File: config.mk
export PLATFORM = sky130hd
export DESIGN_NAME = aging_neighbor_distance_table_core
export DESIGN_NICKNAME = d
export VERILOG_FILES = /design/src/sv/andt_pkg.sv /design/src/sv/andt_ram.sv /design/src/sv/andt_ctrl.sv /design/src/sv/andt_datapath.sv /design/src/sv/aging_neighbor_distance_table_core.sv
export SDC_FILE = /design/constraint.sdc
export NUM_CORES = 2
export LEC_CHECK = 0
export BUFFER_PORTS_ARGS = -buffer_cell sky130_fd_sc_hd__buf_2
export CAP_MARGIN = 10
export CORE_MARGIN = 3
export CORE_UTILIZATION = 64
export CTS_BUF_LIST = sky130_fd_sc_hd__clkbuf_8
export DETAILED_ROUTE_END_ITERATION = 16
export PLACE_DENSITY = 0.86
export SKIP_LAST_GASP = 1
export SYNTH_ARGS = -nofsm -noshare
export SYNTH_HDL_FRONTEND = slang
export SYNTH_SLANG_ARGS = --single-unit
File: constraint.sdc
create_clock -name clk -period 8.51 [get_ports clk]
set_clock_uncertainty 0.15 [all_clocks]
set_input_delay 0 -clock clk [delete_from_list [all_inputs] [get_ports clk]]
set_output_delay 0 -clock clk [all_outputs]
set_load 0.02 [all_outputs]
File: src/sv/andt_pkg.sv
`default_nettype none

package andt_pkg;

  // Fixed field widths of the command and result beats.
  localparam int MODE_W    = 3;
  localparam int ID_W      = 16;
  localparam int DIST_W    = 16;
  localparam int IN_TIME_W = 32;
  localparam int SLOT_IN_W = 4;
  localparam int CNT_OUT_W = 5;
  localparam int AGE_W     = 31;

  // Operation codes carried on the mode field.
  typedef enum logic [MODE_W-1:0] {
    MODE_UPDATE = 3'd0,
    MODE_REMOVE = 3'd1,
    MODE_LOOKUP = 3'd2,
    MODE_PRUNE  = 3'd3,
    MODE_CLEAR  = 3'd4,
    MODE_READ   = 3'd5
  } mode_t;

  // Commands from the controller to the datapath.
  typedef struct packed {
    logic load;
    logic scan;
    logic write;
    logic read;
    logic report;
  } cmd_t;

  // Status from the datapath to the controller.
  typedef struct packed {
    logic go_scan;
    logic go_read;
    logic is_update;
    logic scan_end;
  } status_t;

endpackage

`default_nettype wire

File: src/sv/andt_ram.sv
`default_nettype none

module andt_ram #(
  parameter int WIDTH = 64,
  parameter int DEPTH = 16
) (
  input  wire logic                                    clk,
  input  wire logic                                    we,
  input  wire logic [((DEPTH > 1) ? $clog2(DEPTH) : 1)-1:0] waddr,
  input  wire logic [WIDTH-1:0]                        wdata,
  input  wire logic                                    re,
  input  wire logic [((DEPTH > 1) ? $clog2(DEPTH) : 1)-1:0] raddr,
  output logic      [WIDTH-1:0]                        rdata
);

  logic [WIDTH-1:0] mem [DEPTH];

  // One write port and one registered read port.
  always_ff @(posedge clk) begin
    if (we) begin
      mem[waddr] <= wdata;
    end
    if (re) begin
      rdata <= mem[raddr];
    end
  end

endmodule

`default_nettype wire

File: src/sv/andt_ctrl.sv
`default_nettype none

module andt_ctrl
  import andt_pkg::*;
(
  input  wire logic    clk,
  input  wire logic    rst,
  input  wire logic    start,
  input  wire status_t st,
  output cmd_t         cmd,
  output logic         busy
);

  typedef enum logic [4:0] {
    S_IDLE   = 5'b00001,
    S_SCAN   = 5'b00010,
    S_WRITE  = 5'b00100,
    S_READ   = 5'b01000,
    S_REPORT = 5'b10000
  } state_t;

  state_t state;
  state_t state_next;

  always_ff @(posedge clk) begin
    if (rst) begin
      state <= S_IDLE;
    end else begin
      state <= state_next;
    end
  end

  // Sequencing: scan the table or read a slot, write back an update, then report.
  always_comb begin
    cmd        = '0;
    state_next = state;
    case (state)
      S_IDLE: begin
        if (start) begin
          cmd.load = 1'b1;
          if (st.go_scan) begin
            state_next = S_SCAN;
          end else if (st.go_read) begin
            state_next = S_READ;
          end else begin
            state_next = S_REPORT;
          end
        end
      end
      S_SCAN: begin
        cmd.scan = 1'b1;
        if (st.scan_end) begin
          state_next = st.is_update ? S_WRITE : S_REPORT;
        end
      end
      S_WRITE: begin
        cmd.write  = 1'b1;
        state_next = S_REPORT;
      end
      S_READ: begin
        cmd.read   = 1'b1;
        state_next = S_REPORT;
      end
      S_REPORT: begin
        cmd.report = 1'b1;
        state_next = S_IDLE;
      end
      default: begin
        state_next = S_IDLE;
      end
    endcase
  end

  assign busy = (state != S_IDLE);

endmodule

`default_nettype wire

File: src/sv/andt_datapath.sv
`default_nettype none

module andt_datapath
  import andt_pkg::*;
#(
  parameter int TABLE_DEPTH = 16,
  parameter int TIME_WIDTH  = 32
) (
  input  wire logic                 clk,
  input  wire logic                 rst,
  input  wire cmd_t                 cmd,
  output status_t                   st,
  input  wire logic [MODE_W-1:0]    mode,
  input  wire logic [ID_W-1:0]      node_id,
  input  wire logic [DIST_W-1:0]    distance_mm,
  input  wire logic [IN_TIME_W-1:0] now_time,
  input  wire logic [SLOT_IN_W-1:0] slot_index,
  input  wire logic                 cfg_we,
  input  wire logic [AGE_W-1:0]     cfg_wdata,
  output logic                      done,
  output logic                      hit,
  output logic [DIST_W-1:0]         out_distance,
  output logic [ID_W-1:0]           out_node,
  output logic [IN_TIME_W-1:0]      last_seen,
  output logic [CNT_OUT_W-1:0]      entry_count,
  output logic                      dropped,
  output logic [CNT_OUT_W-1:0]      pruned_count
);

  localparam int SLOT_W = (TABLE_DEPTH > 1) ? $clog2(TABLE_DEPTH) : 1;
  localparam int CNT_W  = $clog2(TABLE_DEPTH + 1);
  localparam int WORD_W = ID_W + DIST_W + TIME_WIDTH;
  localparam int CMP_W  = (TIME_WIDTH > AGE_W) ? TIME_WIDTH : AGE_W;

  // Latched command beat and the age limit register.
  logic [MODE_W-1:0]     mode_r;
  logic [ID_W-1:0]       id_r;
  logic [DIST_W-1:0]     dist_r;
  logic [TIME_WIDTH-1:0] now_r;
  logic [SLOT_IN_W-1:0]  slot_r;
  logic [AGE_W-1:0]      age_limit;

  // Per-slot flags and occupancy.
  logic [TABLE_DEPTH-1:0] valid;
  logic [TABLE_DEPTH-1:0] written;
  logic [CNT_W-1:0]       count;
  logic [CNT_W-1:0]       pruned;

  // Scan pipeline: address issue, then compare in the next cycle.
  logic [CNT_W-1:0]  scan_idx;
  logic [SLOT_W-1:0] cmp_idx;
  logic              cmp_live;
  logic              matched;
  logic [SLOT_W-1:0] hit_idx;
  logic [DIST_W-1:0] hit_dist;
  logic [TIME_WIDTH-1:0] hit_time;
  logic              free_found;
  logic [SLOT_W-1:0] free_idx;

  // Entry memory port signals.
  logic              ram_we;
  logic [SLOT_W-1:0] ram_waddr;
  logic [WORD_W-1:0] ram_wdata;
  logic              ram_re;
  logic [SLOT_W-1:0] ram_raddr;
  logic [WORD_W-1:0] ram_rdata;

  logic [ID_W-1:0]       rd_id;
  logic [DIST_W-1:0]     rd_dist;
  logic [TIME_WIDTH-1:0] rd_time;
  logic                  is_search;
  logic                  issue;
  logic                  cmp_on;
  logic                  entry_vld;
  logic                  match;
  logic [TIME_WIDTH-1:0] age;
  logic                  aged;
  logic                  prune_hit;
  logic                  last_cmp;
  logic [SLOT_W-1:0]     slot_addr;
  logic                  slot_ok;
  logic                  ins;
  logic                  upd;

  logic                  hit_n;
  logic [DIST_W-1:0]     dist_n;
  logic [ID_W-1:0]       node_n;
  logic [TIME_WIDTH-1:0] time_n;
  logic                  drop_n;
  logic [CNT_W-1:0]      prn_n;

  andt_ram #(
    .WIDTH(WORD_W),
    .DEPTH(TABLE_DEPTH)
  ) u_ram (
    .clk  (clk),
    .we   (ram_we),
    .waddr(ram_waddr),
    .wdata(ram_wdata),
    .re   (ram_re),
    .raddr(ram_raddr),
    .rdata(ram_rdata)
  );

  assign rd_id   = ram_rdata[0 +: ID_W];
  assign rd_dist = ram_rdata[ID_W +: DIST_W];
  assign rd_time = ram_rdata[ID_W + DIST_W +: TIME_WIDTH];

  // Compare stage: id match on valid slots, first free slot, aging.
  assign is_search = (mode_r == MODE_UPDATE) || (mode_r == MODE_REMOVE) ||
                     (mode_r == MODE_LOOKUP);
  assign issue     = cmd.scan && (scan_idx < CNT_W'(TABLE_DEPTH));
  assign cmp_on    = cmd.scan && cmp_live;
  assign entry_vld = valid[cmp_idx];
  assign match     = cmp_on && is_search && entry_vld && (rd_id == id_r);
  assign age       = now_r - rd_time;
  assign aged      = !age[TIME_WIDTH-1] && (CMP_W'(age) > CMP_W'(age_limit));
  assign prune_hit = cmp_on && (mode_r == MODE_PRUNE) && entry_vld && aged;
  assign last_cmp  = (cmp_idx == SLOT_W'(TABLE_DEPTH - 1));

  // Slot read and memory addressing.
  assign slot_addr = SLOT_W'(slot_r);
  assign slot_ok   = (32'(slot_r) < 32'(TABLE_DEPTH));
  assign ram_re    = issue || cmd.read;
  assign ram_raddr = cmd.read ? slot_addr : scan_idx[SLOT_W-1:0];

  // Write-back of an update: refresh a matched slot when the distance is nonzero, or insert into the first free slot.
  assign ins       = cmd.write && (mode_r == MODE_UPDATE) && !matched && free_found;
  assign upd       = cmd.write && (mode_r == MODE_UPDATE) && matched &&
                     (dist_r != '0);
  assign ram_we    = ins || upd;
  assign ram_waddr = matched ? hit_idx : free_idx;
  assign ram_wdata = {now_r, dist_r, id_r};

  // Status toward the controller.
  always_comb begin
    st.go_scan   = (mode == MODE_UPDATE) || (mode == MODE_REMOVE) ||
                   (mode == MODE_LOOKUP) || (mode == MODE_PRUNE);
    st.go_read   = (mode == MODE_READ);
    st.is_update = (mode_r == MODE_UPDATE);
    st.scan_end  = cmp_on && (match || last_cmp);
  end

  // Control state: flags, count, config and the result strobe.
  always_ff @(posedge clk) begin
    if (rst) begin
      valid     <= '0;
      written   <= '0;
      count     <= '0;
      age_limit <= '0;
      cmp_live  <= 1'b0;
      done      <= 1'b0;
    end else begin
      if (cfg_we) begin
        age_limit <= cfg_wdata;
      end
      if (cmd.load && (mode == MODE_CLEAR)) begin
        valid   <= '0;
        written <= '0;
        count   <= '0;
      end
      if ((match && (mode_r == MODE_REMOVE)) || prune_hit) begin
        valid[cmp_idx] <= 1'b0;
        count          <= count - CNT_W'(1);
      end
      if (ins) begin
        valid[free_idx]   <= 1'b1;
        written[free_idx] <= 1'b1;
        count             <= count + CNT_W'(1);
      end
      cmp_live <= issue;
      done     <= cmd.report;
    end
  end

  // Result fields for the reported slot.
  always_comb begin
    hit_n  = 1'b0;
    dist_n = '0;
    node_n = '0;
    time_n = '0;
    drop_n = 1'b0;
    prn_n  = '0;
    case (mode_r)
      MODE_UPDATE: begin
        if (matched) begin
          hit_n  = 1'b1;
          node_n = id_r;
          if (dist_r != '0) begin
            dist_n = dist_r;
            time_n = now_r;
          end else begin
            dist_n = hit_dist;
            time_n = hit_time;
          end
        end else if (free_found) begin
          node_n = id_r;
          dist_n = dist_r;
          time_n = now_r;
        end else begin
          drop_n = 1'b1;
        end
      end
      MODE_REMOVE, MODE_LOOKUP: begin
        if (matched) begin
          hit_n  = 1'b1;
          node_n = id_r;
          dist_n = hit_dist;
          time_n = hit_time;
        end
      end
      MODE_PRUNE: begin
        prn_n = pruned;
      end
      MODE_READ: begin
        if (slot_ok) begin
          hit_n = valid[slot_addr];
          if (written[slot_addr]) begin
            node_n = rd_id;
            dist_n = rd_dist;
            time_n = rd_time;
          end
        end
      end
      default: begin
        prn_n = '0;
      end
    endcase
  end

  // Payload registers: command latch, scan tracking and result beat.
  always_ff @(posedge clk) begin
    if (cmd.load) begin
      mode_r     <= mode;
      id_r       <= node_id;
      dist_r     <= distance_mm;
      now_r      <= TIME_WIDTH'(now_time);
      slot_r     <= slot_index;
      scan_idx   <= '0;
      matched    <= 1'b0;
      free_found <= 1'b0;
      pruned     <= '0;
    end
    if (issue) begin
      scan_idx <= scan_idx + CNT_W'(1);
      cmp_idx  <= scan_idx[SLOT_W-1:0];
    end
    if (match) begin
      matched  <= 1'b1;
      hit_idx  <= cmp_idx;
      hit_dist <= rd_dist;
      hit_time <= rd_time;
    end
    if (cmp_on && !entry_vld && !free_found) begin
      free_found <= 1'b1;
      free_idx   <= cmp_idx;
    end
    if (prune_hit) begin
      pruned <= pruned + CNT_W'(1);
    end
    if (cmd.report) begin
      hit          <= hit_n;
      out_distance <= dist_n;
      out_node     <= node_n;
      last_seen    <= IN_TIME_W'(time_n);
      entry_count  <= CNT_OUT_W'(count);
      dropped      <= drop_n;
      pruned_count <= CNT_OUT_W'(prn_n);
    end
  end

endmodule

`default_nettype wire

File: src/sv/aging_neighbor_distance_table_core.sv
`default_nettype none

// Neighbor table with age pruning. A command beat is taken when start is high
// and busy is low; its single result beat appears on the result ports for
// exactly one cycle with done high, and the receiver cannot stall it. Entries
// live in one RAM with a single registered read port, so the search for an id,
// the search for a free slot and the prune pass visit one slot per cycle.
// Clear and unused modes go from accept straight to the report; read slot
// reads its slot first; lookup and remove scan until a slot matches or the
// last slot is compared, prune scans the whole table, and update scans like
// lookup, then a write-back step. A new command may be taken in the cycle in
// which done is high. The table is empty after reset and needs no clearing pass.
module aging_neighbor_distance_table_core
  import andt_pkg::*;
#(
  parameter int TABLE_DEPTH = 16,
  parameter int TIME_WIDTH  = 32
) (
  input  wire logic                 clk,
  input  wire logic                 rst,
  input  wire logic                 start,
  output logic                      busy,
  input  wire logic [MODE_W-1:0]    mode,
  input  wire logic [ID_W-1:0]      node_id,
  input  wire logic [DIST_W-1:0]    distance_mm,
  input  wire logic [IN_TIME_W-1:0] now_time,
  input  wire logic [SLOT_IN_W-1:0] slot_index,
  output logic                      done,
  output logic                      hit,
  output logic [DIST_W-1:0]         out_distance,
  output logic [ID_W-1:0]           out_node,
  output logic [IN_TIME_W-1:0]      last_seen,
  output logic [CNT_OUT_W-1:0]      entry_count,
  output logic                      dropped,
  output logic [CNT_OUT_W-1:0]      pruned_count,
  input  wire logic                 cfg_we,
  input  wire logic [AGE_W-1:0]     cfg_wdata
);

  cmd_t    cmd;
  status_t st;

  // Sequencer.
  andt_ctrl u_ctrl (
    .clk  (clk),
    .rst  (rst),
    .start(start),
    .st   (st),
    .cmd  (cmd),
    .busy (busy)
  );

  // Table storage, compare logic and result registers.
  andt_datapath #(
    .TABLE_DEPTH(TABLE_DEPTH),
    .TIME_WIDTH (TIME_WIDTH)
  ) u_dp (
    .clk         (clk),
    .rst         (rst),
    .cmd         (cmd),
    .st          (st),
    .mode        (mode),
    .node_id     (node_id),
    .distance_mm (distance_mm),
    .now_time    (now_time),
    .slot_index  (slot_index),
    .cfg_we      (cfg_we),
    .cfg_wdata   (cfg_wdata),
    .done        (done),
    .hit         (hit),
    .out_distance(out_distance),
    .out_node    (out_node),
    .last_seen   (last_seen),
    .entry_count (entry_count),
    .dropped     (dropped),
    .pruned_count(pruned_count)
  );

endmodule

`default_nettype wire

==> flow_metrics.tcl <==
set metrics [dict create \
    timing.critical_path.buf_inv 2 \
    hp-class "input port to register" \
    drive_above_1_share_pct 21.8 \
    finalSetupTns_ns 0 \
    whs_path_depth 4 \
    synth_edf_count 1305 \
    via_per_inst 6.70 \
    die_w_um 299 \
    synth-seq-cells 1382 \
    cp_common_cell "o21ai_0" \
    cts_max_level 4 \
    grt_first_pass_wirelength_mm 210 \
    first_global_vias 33100 \
    utilization_pct 75.4 \
    die_area_mm2 0.0893 \
    syn_area_mm2 0.0549 \
    core-area_mm2 0.0844 \
    rsz0062_at_grt "false" \
    cts_buffer_depth 3 \
    root_buffer "clkbuf_8" \
    path_cells "inv_1 -> ha_1 -> inv_1 -> fa_1 -> a21o_1 -> nand4_1 -> a211oi_1 -> o31ai_1 -> a21oi_1 -> o41ai_2 -> o21bai_1 -> a21oi_1 -> xnor2_1 -> ha_1 -> o21ai_0 -> o21ai_0 -> a2111oi_0 -> o21ai_0 -> nor2_1 -> or4_1 -> nand2_1" \
    grt_overflow 0 \
    die_h_um 299 \
    cp_top_family "compound AO/OA/AOI/OAI gates" \
    r2r_cells 21 \
    first_iter_violations 4757 \
    fmax_mhz 160 \
    timing.slew.headroom_pct 22.9 \
    endpoint_kind "register" \
    antenna_found_initial 5 \
    synth-async-reset-ratio_pct 0 \
    clkTransAtPathRegs_ns 0.07 \
    initial_core_util_pct 65.1 \
    route.met3.wl_mm 18.3 \
    holdPathEnd "u_dp.written[7]$_SDFF_PP0_" \
    place_area_mm2 0.0572 \
    worst_pin_slew_ns 1.15 \
    top_layer_used "met5" \
    finalMaxSlewViolations 0 \
    r2r_setup_slack_ns 2.26 \
    critical_path.max_stage_delay_ns 0.70 \
    clock_sinks 1382 \
    hp-start "rst" \
    grt_usage_pct 32.1 \
    reg2reg_to "u_dp.pruned[3]$_SDFFCE_PN0P_" \
    wl_met2_mm 68.0 \
    cts_resized 0 \
    crit_path_start "u_dp.now_r[0]$_DFFE_PP_" \
    wl_met1_mm 49.2 \
    cp-start-kind "register" \
    num_rows 106 \
    finalHoldViolations 0 \
    period_share_pct 73.5 \
    worstReg2RegStart "u_dp.now_r[0]$_DFFE_PP_" \
    cap_violations 0 \
    synth_cell_types 73 \
    io_buffers 183 \
    synth_cells 2964 \
    final_cell_mix "1305 x edfxtp_1, 271 x mux4_2, 270 x dlygate4sd3_1" \
    firstDrtPassIters 9 \
    layout_commonest_cell "edfxtp_1" \
    ys_seq_area_share_pct 74.2 \
    wl_per_cell_um 29.4 \
    cp_max_fo 18 \
    antenna_left 0 \
    ys.flop_type "edfxtp_1" \
    cp.arrival_ns 6.64 \
    yosys_warnings 0 \
    drc 0 \
    areaGrowthSynthToFinish_pct 15.8 \
    crit_slowest_cell "o31ai_1" \
    irDropWorstVdd_mv 0.171 \
    vias 32300 \
    run_status "complete, no violations" \
    io_pins 184 \
    pre_cts_slack_ns 2.61 \
    total_power_w 0.0137 \
    worst_skew_pair.late_latency_ns 0.88 \
    cts_buffers 205 \
    fin_ws_ns 2.26 \
    p_leak_nw 22.1 \
    period_minus_slack_ns 6.25 \
    worst-setup-path-type "register to register" \
    syn_avg_cell_area_um2 18.5 \
    grt_max_degree 150 \
    detailed_place_hpwl_mm 74.9 \
    required_ns 8.89 \
    routabilityCongestion 0.923 \
    power-per-cell-area_mw_per_mm2 216 \
    fin_area_mm2 0.0636 \
    layout.nets 3702 \
    routed_wl_mm 142 \
    cts_tree "done" \
    syn_nets 3137 \
    finalSetupViolations 0 \
]
[metal layers]
metal / vias to the layer above / global-route usage, %
li1: 13100 / -
met1: 16100 / 43.7
met2: 2649 / 49.8
met3: 442 / 8.10
met4: 4 / 15.0
met5: - / 0
[repair_timing]
action	CTS	global route
setup buffers	0	0
hold buffers	270	0
endpoints found under the hold margin	170	0
endpoints found under the setup margin	0	0
[layout make-up]
| class | instances | area, um2 |
|---|---|---|
| diodes | 3 | 7.51 |
| clock buffers | 211 | 2900 |
| clock inverters | 151 | 732 |
| fillers | 4516 | 20800 |
| inverters | 129 | 487 |
| multi-input cells | 1300 | 13200 |
| flip-flops and latches | 1382 | 40700 |
| well taps | 1134 | 1420 |
| repair buffers | 511 | 4090 |
[logic make-up after synthesis]
family | after synthesis | synth area share, %
flip-flops | 1382 | 74.2
adder cells (fa/ha/maj) | 67 | 1.54
XOR/XNOR | 47 | 0.750
multiplexers | 313 | 11.9
AO/OA/AOI/OAI | 361 | 4.95
buffers and inverters | 282 | 2.16
AND/OR/NAND/NOR | 512 | 4.48
[flip-flops by register name (all words and copies together) (netlist names), 16 cells and up]
register and cells:
u_dp.hit_time 32, u_dp.dist_r 16, u_dp.valid 16, u_dp.last_seen 32
u_dp.age_limit 31, u_dp.out_node 16, u_dp.now_r 32, u_dp.written 16
u_dp.id_r 16, u_dp.u_ram.rdata 64, u_dp.u_ram.mem 1024, u_dp.hit_dist 16
u_dp.out_distance 16
[stage by stage]
stage / hold WS [ns] / instances
global placement: 0.0264 / 4186
floorplan: -0.0511 / 2964
global route: 0.179 / 4820
finish: 0.169 / 4821
detailed placement: 0.0286 / 4186
CTS: 0.0518 / 4818
[report_power, final]
part	leakage (nW)	switching, W	internal [W]
sequential	12.5	0.000176	0.00758
clock	2.10	0.00247	0.00238
combinational	7.44	0.000607	0.000523
total	22.1	0.00325	0.0105
[synthesized netlist by cell type (3+ instances only)]
master / n / area [um2]
a211oi_1: 69 / 518
a21boi_0: 3 / 22.5
a21o_1: 15 / 113
a21oi_1: 42 / 210
a21oi_2: 3 / 26.3
a222oi_1: 48 / 480
a22o_1: 16 / 140
a22oi_1: 13 / 97.6
a31oi_1: 70 / 438
a32o_1: 17 / 170
a32oi_1: 4 / 35.0
and2_1: 77 / 482
and3_1: 6 / 37.5
buf_1: 12 / 45.0
buf_2: 32 / 160
buf_4: 19 / 143
clkbuf_1: 88 / 330
dfxtp_1: 77 / 1540
edfxtp_1: 1305 / 39200
ha_1: 66 / 826
inv_1: 128 / 480
mux2i_1: 39 / 390
mux4_2: 271 / 6100
nand2_1: 173 / 649
nand2b_1: 7 / 43.8
nand3_1: 37 / 185
nand3b_1: 3 / 22.5
nand4_1: 22 / 138
nor2_1: 123 / 462
nor2b_1: 11 / 68.8
nor3_1: 20 / 100
nor3b_1: 5 / 37.5
nor4_1: 6 / 37.5
o21a_1: 8 / 60.1
o21ai_0: 20 / 100
o21bai_1: 5 / 37.5
o31ai_1: 6 / 45.0
or3_1: 5 / 31.3
xnor2_1: 35 / 307
xor2_1: 12 / 105
[how the worst max path moves through the flow]
stage / to / slack, ns / depth (start not counted)
floorplan: u_dp.dropped$_SDFFCE_PP0P_ / 1.44 / 2
global route: u_dp.pruned[3]$_SDFFCE_PN0P_ / 1.86 / 21
global placement: u_dp.count[1]$_SDFFE_PP0P_ / 2.85 / 23
CTS: u_dp.pruned[3]$_SDFFCE_PN0P_ / 2.53 / 21
detailed placement: u_dp.pruned[3]$_SDFFCE_PN0P_ / 2.61 / 21
finish: u_dp.pruned[3]$_SDFFCE_PN0P_ / 2.26 / 21
[worst reg2reg max path: cells and delay by family, from the launching register on]
family          cells  cell delay [ns]
compound gates     11             2.94
xor+xnor            1             0.14
fa+ha+maj           3             0.85
buf+inv             2             0.23
flops               1             0.65
simple gates        4             0.99
(Power assumes the default switching activity.)
